$ cat src/design/coupled_oscillator_euler_step_assert.svh
// assertion macros shared by the oscillator step block
`ifndef COUPLED_OSCILLATOR_EULER_STEP_ASSERT_SVH
`define COUPLED_OSCILLATOR_EULER_STEP_ASSERT_SVH

// same-cycle implication, checked out of reset
`define COE_ASSERT_IMPL(label, ante, cons) \
    label: assert property (@(posedge i_clk) disable iff (!i_rst_n) (ante) |-> (cons)) \
        else $error("coe assertion failed");

// next-cycle implication, checked out of reset
`define COE_ASSERT_NEXT(label, ante, cons) \
    label: assert property (@(posedge i_clk) disable iff (!i_rst_n) (ante) |=> (cons)) \
        else $error("coe assertion failed");

`endif

$ cat src/design/coe_pkg.sv
// types and constants of the coupled oscillator step block
`default_nettype none

package coe_pkg;

    localparam int WORD_W     = 32;
    localparam int STIFF_W    = 31;
    localparam int STEP_W     = 25;
    localparam int MULT_W     = 31;
    localparam int NSUM_W     = 35;
    localparam int MAG_W      = 34;
    localparam int HALF_W     = 17;
    localparam int PROD_W     = HALF_W + MULT_W;
    localparam int ACC_W      = MAG_W + MULT_W + 1;
    localparam int CFG_IDX_W  = 2;
    localparam int CFG_DATA_W = 32;

    localparam logic [CFG_IDX_W-1:0] CFG_STIFFNESS = 2'd0;
    localparam logic [CFG_IDX_W-1:0] CFG_TIME_STEP = 2'd1;

    localparam logic ACT_LOAD = 1'b0;
    localparam logic ACT_STEP = 1'b1;

    typedef logic signed [WORD_W-1:0] t_word;

    localparam t_word WORD_MAX = 32'h7fff_ffff;
    localparam t_word WORD_MIN = 32'h8000_0000;

    typedef struct packed {
        logic  action;
        t_word init_pos_a;
        t_word init_vel_a;
        t_word init_pos_b;
        t_word init_vel_b;
        t_word init_pos_c;
        t_word init_vel_c;
    } t_in_item;

    typedef struct packed {
        t_word out_pos_a;
        t_word out_pos_b;
        t_word out_pos_c;
        logic  saturated;
    } t_out_item;

    typedef enum logic [1:0] {
        PH_POS,
        PH_ACC,
        PH_VEL
    } t_phase;

    typedef struct packed {
        logic   load;
        logic   clr_flag;
        logic   setup;
        logic   mul_lo;
        logic   mul_hi;
        logic   round;
        logic   finish;
        logic   write_out;
        t_phase phase;
    } t_dp_cmd;

    typedef struct packed {
        logic out_valid;
    } t_dp_sts;

endpackage

`default_nettype wire

$ cat src/design/coe_ctrl.sv
// controller: sequences load and step items through the datapath
`default_nettype none

`include "coupled_oscillator_euler_step_assert.svh"

module coe_ctrl (
    input  logic             i_clk,
    input  logic             i_rst_n,
    input  logic             i_in_valid,
    input  logic             i_in_action,
    output logic             o_in_ready,
    input  logic             i_out_ready,
    input  coe_pkg::t_dp_sts i_sts,
    output coe_pkg::t_dp_cmd o_cmd
);
    import coe_pkg::*;

    typedef enum logic [3:0] {
        S_IDLE,
        S_P_LO, S_P_HI, S_P_RND, S_P_FIN,
        S_A_SET, S_A_LO, S_A_HI, S_A_RND, S_A_FIN,
        S_V_SET, S_V_LO, S_V_HI, S_V_RND, S_V_FIN,
        S_DONE
    } t_state;

    t_state r_state;
    t_state n_state;
    logic   in_fire;

    assign o_in_ready = (r_state == S_IDLE);
    assign in_fire    = i_in_valid && o_in_ready;

    always_comb begin
        n_state     = r_state;
        o_cmd       = '0;
        o_cmd.phase = PH_POS;
        unique case (r_state)
            S_IDLE: begin
                if (i_in_valid) begin
                    o_cmd.clr_flag = 1'b1;
                    if (i_in_action == ACT_LOAD) begin
                        o_cmd.load = 1'b1;
                        n_state    = S_DONE;
                    end else begin
                        // velocities feed the position update first
                        o_cmd.setup = 1'b1;
                        n_state     = S_P_LO;
                    end
                end
            end
            S_P_LO:  begin o_cmd.mul_lo = 1'b1; n_state = S_P_HI; end
            S_P_HI:  begin o_cmd.mul_hi = 1'b1; n_state = S_P_RND; end
            S_P_RND: begin o_cmd.round  = 1'b1; n_state = S_P_FIN; end
            S_P_FIN: begin
                o_cmd.finish = 1'b1;
                n_state      = S_A_SET;
            end
            S_A_SET: begin
                o_cmd.setup = 1'b1;
                o_cmd.phase = PH_ACC;
                n_state     = S_A_LO;
            end
            S_A_LO:  begin o_cmd.mul_lo = 1'b1; n_state = S_A_HI; end
            S_A_HI:  begin o_cmd.mul_hi = 1'b1; n_state = S_A_RND; end
            S_A_RND: begin o_cmd.round  = 1'b1; n_state = S_A_FIN; end
            S_A_FIN: begin
                o_cmd.finish = 1'b1;
                o_cmd.phase  = PH_ACC;
                n_state      = S_V_SET;
            end
            S_V_SET: begin
                o_cmd.setup = 1'b1;
                o_cmd.phase = PH_VEL;
                n_state     = S_V_LO;
            end
            S_V_LO:  begin o_cmd.mul_lo = 1'b1; n_state = S_V_HI; end
            S_V_HI:  begin o_cmd.mul_hi = 1'b1; n_state = S_V_RND; end
            S_V_RND: begin o_cmd.round  = 1'b1; n_state = S_V_FIN; end
            S_V_FIN: begin
                o_cmd.finish = 1'b1;
                o_cmd.phase  = PH_VEL;
                n_state      = S_DONE;
            end
            S_DONE: begin
                // result register frees up when its beat is taken
                if (!i_sts.out_valid || i_out_ready) begin
                    o_cmd.write_out = 1'b1;
                    n_state         = S_IDLE;
                end
            end
            default: n_state = S_IDLE;
        endcase
    end

    always_ff @(posedge i_clk) begin
        if (!i_rst_n) begin
            r_state <= S_IDLE;
        end else begin
            r_state <= n_state;
        end
    end

    `COE_ASSERT_NEXT(a_accept_leaves_idle, in_fire, r_state != S_IDLE && !o_in_ready)
    `COE_ASSERT_NEXT(a_write_holds_result, o_cmd.write_out, i_sts.out_valid)
    `COE_ASSERT_IMPL(a_finish_after_round, o_cmd.finish, $past(o_cmd.round))

endmodule

`default_nettype wire

$ cat config.mk
export PLATFORM = sky130hd
export DESIGN_NAME = coe_ctrl
export DESIGN_NICKNAME = d
export VERILOG_FILES = /design/src/design/coe_pkg.sv /design/src/design/coe_ctrl.sv
export VERILOG_INCLUDE_DIRS = /design/src /design/src/design
export SDC_FILE = /design/constraint.sdc
export NUM_CORES = 1
export LEC_CHECK = 0
export ABC_AREA = 1
export CAP_MARGIN = 30
export CORE_AREA = 10 10 47 49
export CTS_CLUSTER_SIZE = 28
export DETAILED_ROUTE_END_ITERATION = 10
export DIE_AREA = 0 0 57 59
export DONT_BUFFER_PORTS = 1
export PLACE_DENSITY = 0.49
export SYNTH_ARGS = -nofsm -noshare
export SYNTH_HDL_FRONTEND = slang
export SYNTH_SLANG_ARGS = --single-unit
$ cat constraint.sdc
create_clock -name i_clk -period 1.1 [get_ports i_clk]
set_input_delay 0.165 -clock i_clk [delete_from_list [all_inputs] [get_ports i_clk]]
set_output_delay 0.165 -clock i_clk [all_outputs]
set_load 0.01 [all_outputs]
* After elaboration in Yosys (flattened, before gate mapping)
Index checks and enable logic that the tools add are counted.
** Storage, ports and cells
- Bits in registers :: 4
- Input port bits :: 6
- Output and inout port bits :: 11
- Logic and storage cells :: 45
** Cells by class
- Equality and inequality tests :: 17
- Mux-type cells :: 16
- Reduce and logical (&&, ||, !) cells :: 11
** Operator list (count)
- one-hot mux 4 bit (16 select lines) :: 1
- == test 4 bit (second input constant) :: 8
- == test 4 x 3 -> 1 bit (second input constant) :: 4
- 2-to-1 mux 4 bit :: 3
- OR reduction 3 bit :: 4
- == test 4 x 2 -> 1 bit (second input constant) :: 2
- 2-to-1 mux 1 bit :: 8
- OR reduction 2 bit :: 3
- == test 4 x 1 -> 1 bit (second input constant) :: 1
- logical NOT 4 bit :: 1
- inequality test 2 bit (second input constant) :: 2
- one-hot mux 2 bit (2 select lines) :: 1
- 2-to-1 mux 3 bit :: 1
- 2-to-1 mux 2 bit :: 1
- one-hot mux 1 bit (2 select lines) :: 1
- AND reduction 2 bit :: 1
- logical NOT 1 bit :: 1
- logical OR 1 bit :: 1

* Longest topological paths before layout
- Depth in word-level cells :: 4
- Depth in mapped cells :: 8
- Gate-level depth less buffers :: 8

* Worst setup path before layout
No wires, ideal clock.
- Path type :: reg-to-output
- Start point :: register r_state[1]
- End point :: output port o_cmd[9] (netlist name)
- Data arrival time :: 0.966 ns
- Required time :: 0.935 ns
- Slack :: -0.031 ns
- Stages on the path, launching flop included :: 6
- Path buffers :: 0
- Cell sequence :: dfxtp_1 -> nor2_2 -> inv_2 -> nor3_4 -> nand2_2 -> inv_1
** RTL lines
- start, declared :: RTL line coe_ctrl.sv:26 : t_state r_state;
- start signal, assigned :: RTL line coe_ctrl.sv:99 : r_state <= n_state;
- end, declared :: RTL line coe_ctrl.sv:14 : output coe_pkg::t_dp_cmd o_cmd

==> impl_metrics.toml <==
[setup_path]
startpoint_type = "flip-flop"
cpPeakStageDelay_ns = 0.36
cp_max_fo = 4
crit_required_ns = 0.94
crit_chain = "nor2_1, nand3_1, nand2_2, inv_2, nand2_2, nor2_2"
worst-path-buf-inv = 1
path_class = "reg -> out"
critPathTopFamily = "simple AND/OR/NAND/NOR gates"
critPathCaptureType = "output port"
crit_top_cell = "nand2_2"
critPathArrivalTime_ns = 1.21
critPathSlowestCell = "dfxtp_4"

[power]
power_density_nw_per_um2 = 1760
p_leak_nw = 0.346
ir_drop_v = 0.000874

[sta]
max_slew.worst_pin.slew_ns = 0.347
final.setup_skew_ns = 0.00529
slew_headroom_pct = 76.8
drv_slew = 0
setup_violations = 15
fin_setup_tns_ns = -2.41
hold_viol = 0
setup_ws_ns = -0.276
period_share_pct = 125
rsz0062_at_grt = "yes"
timing.fmax_mhz = 727
period_needed_ns = 1.38

[cells_and_area]
syn2layout_area_growth_pct = 71.7
largest_reg_flops = 4
nets = 101
largestRegisters = "r_state (4)"
multi_input_area_um2 = 333
num-fill-cells = 146
drive_above_1_share_pct = 61.3
diodes = 0
register_area_um2 = 90.1
largest_register = "r_state"

[die]
die_x_um = 57
die_h_um = 59
core_area_um2 = 1400
initial_core_util_pct = 27.8
num_rows = 14
die-area_um2 = 3360
ioPinCount = 17

[clocking]
ctsLongestPathBuffers = 2
numCtsBuffers = 3
clock-sinks = 4
cts_tree = "built"
clockRootBuffer = "clkbuf_4"
clock_latency_ns = 0.24
path_clk_slew_ns = 0.04
htree_levels = 1

[synth]
syn-instance-count = 71
syn_nets = 77
yosysWarnings = 0
avgSynthCellArea_um2 = 5.48
ys_types = 13
synth_area_leaders = "nand2_1 (22%), dfxtp_1 (21%), inv_1 (8.7%)"
synth_seq_cells = 4
netlist.area_leader.share_pct = 22.2
synth_top_area_cell = "nand2_1"
synth-seq-area-share_pct = 20.6
syn-cell-area_um2 = 389

[placed_design]
hpwl_um = 938
numPortBuffers = 0
pre_cts_ws_ns = -0.0420
gp_congestion = 0.787

[status]
status = "finished, violations left"
violations = "setup timing"

[detailed_routing]
drt_first_pass_iters = 4
wl_um = 1430
drc = 0
final_antenna_net_count = 0
drt_iter0_drc = 14
routedWlPerCell_um = 13.1
vias = 509
routed_via_density = 4.67

[grt]
grt_pass1_wl_um = 2060
antenna_found_initial = 0
overflow = 0
use_met2_pct = 14.1
grt_usage_pct = 7.93
grt_max_degree = 6
met1_usage_pct = 7.29
grt.busiest_layer = "met2"
grt_pass1_vias = 466
use_met3_pct = 3.43

[job]
drv_cap = 0

[hold_path]
hold_path.class = "in -> reg"
-- worst register-to-register path: cells and delay by family (launching register included) --
kind	cells	cell delay [ns]
DFF	1	0.34
buffers and inverters	2	0.20
AOI/OAI and AO/OA	1	0.11
and+or+nand+nor	5	0.46
-- per-layer routing --
metal / wire (µm) / vias to the layer above
met5: 0 / -
met4: 31 / 0
met3: 107 / 4
met2: 728 / 14
met1: 558 / 225
li1: - / 266
-- metrics by stage --
step	hold WS [ns]	cell area [µm²]	instances	power, mW	utilization, %
after floorplan	0.305	395	71	0.552	-
after global placement	0.314	498	98	0.772	35.5
after detailed placement	0.314	498	98	0.761	35.5
after CTS	0.0675	607	104	1.08	43.3
after global routing	0.0783	668	109	1.26	47.7
final	0.0731	668	109	1.17	47.7
-- cells by family after synthesis --
| logic type | share of synthesized area [%] |
|---|---|
| flops | 20.6 |
| simple gates | 54.0 |
| buf+inv | 13.5 |
| compound gates | 11.9 |
-- placed cells by master, fill, tap and decap left out --
cell,instances
buf_4,19
nand2_4,1
a21oi_4,1
clkinv_1,1
nor2_1,5
inv_4,3
inv_1,7
a21oi_2,1
clkbuf_4,3
a21oi_1,2
nand2_2,11
nand3_2,3
nand3_1,3
o211ai_1,3
nor2_2,4
nand2_1,15
nor2_4,3
inv_2,3
dfxtp_2,2
dfxtp_4,2
nor3_4,1
-- synth_stat cells --
| cell | instances |
|---|---|
| a21oi_1 | 3 |
| a21oi_2 | 1 |
| clkinv_1 | 1 |
| dfxtp_1 | 4 |
| inv_1 | 9 |
| inv_2 | 4 |
| nand2_1 | 23 |
| nand2_2 | 4 |
| nand3_1 | 6 |
| nor2_1 | 9 |
| nor2_2 | 3 |
| nor3_4 | 1 |
| o211ai_1 | 3 |
-- final timing paths --
| path | from | end | slack [ns] | cells after the start |
|---|---|---|---|---|
| worst max register to register | r_state[0]$_SDFFE_PN0P_ | r_state[3]$_SDFFE_PN0P_ | -0.09 | 8 |
| worst min register to register | r_state[0]$_SDFFE_PN0P_ | r_state[0]$_SDFFE_PN0P_ | 0.70 | 4 |
| worst min-delay path | i_rst_n | r_state[0]$_SDFFE_PN0P_ | 0.07 | 2 |
| worst max-delay path | r_state[3]$_SDFFE_PN0P_ | o_cmd[2] | -0.28 | 6 |
-- layout make-up --
type | instances | share of cell area (%)
Inverter | 14 | 8.99
Clock buffer | 3 | 3.37
Tap cell | 16 | 3.00
Sequential cell | 4 | 13.5
Multi-Input combinational cell | 53 | 49.8
Timing Repair Buffer | 19 | 21.3
-- what timing repair did --
action	4_1_cts	5_1_grt
pin swaps	6	6
hold buffers	0	0
buffers inserted	3	5
setup endpoints to repair	15	15
gates resized for setup	24	6
-- power breakdown --
group          switching [mW]  leakage, nW  internal, mW
combinational           0.410        0.297         0.335
sequential             0.0573       0.0350         0.189
clock                  0.0608       0.0138         0.122
(Power assumes the default switching activity.)
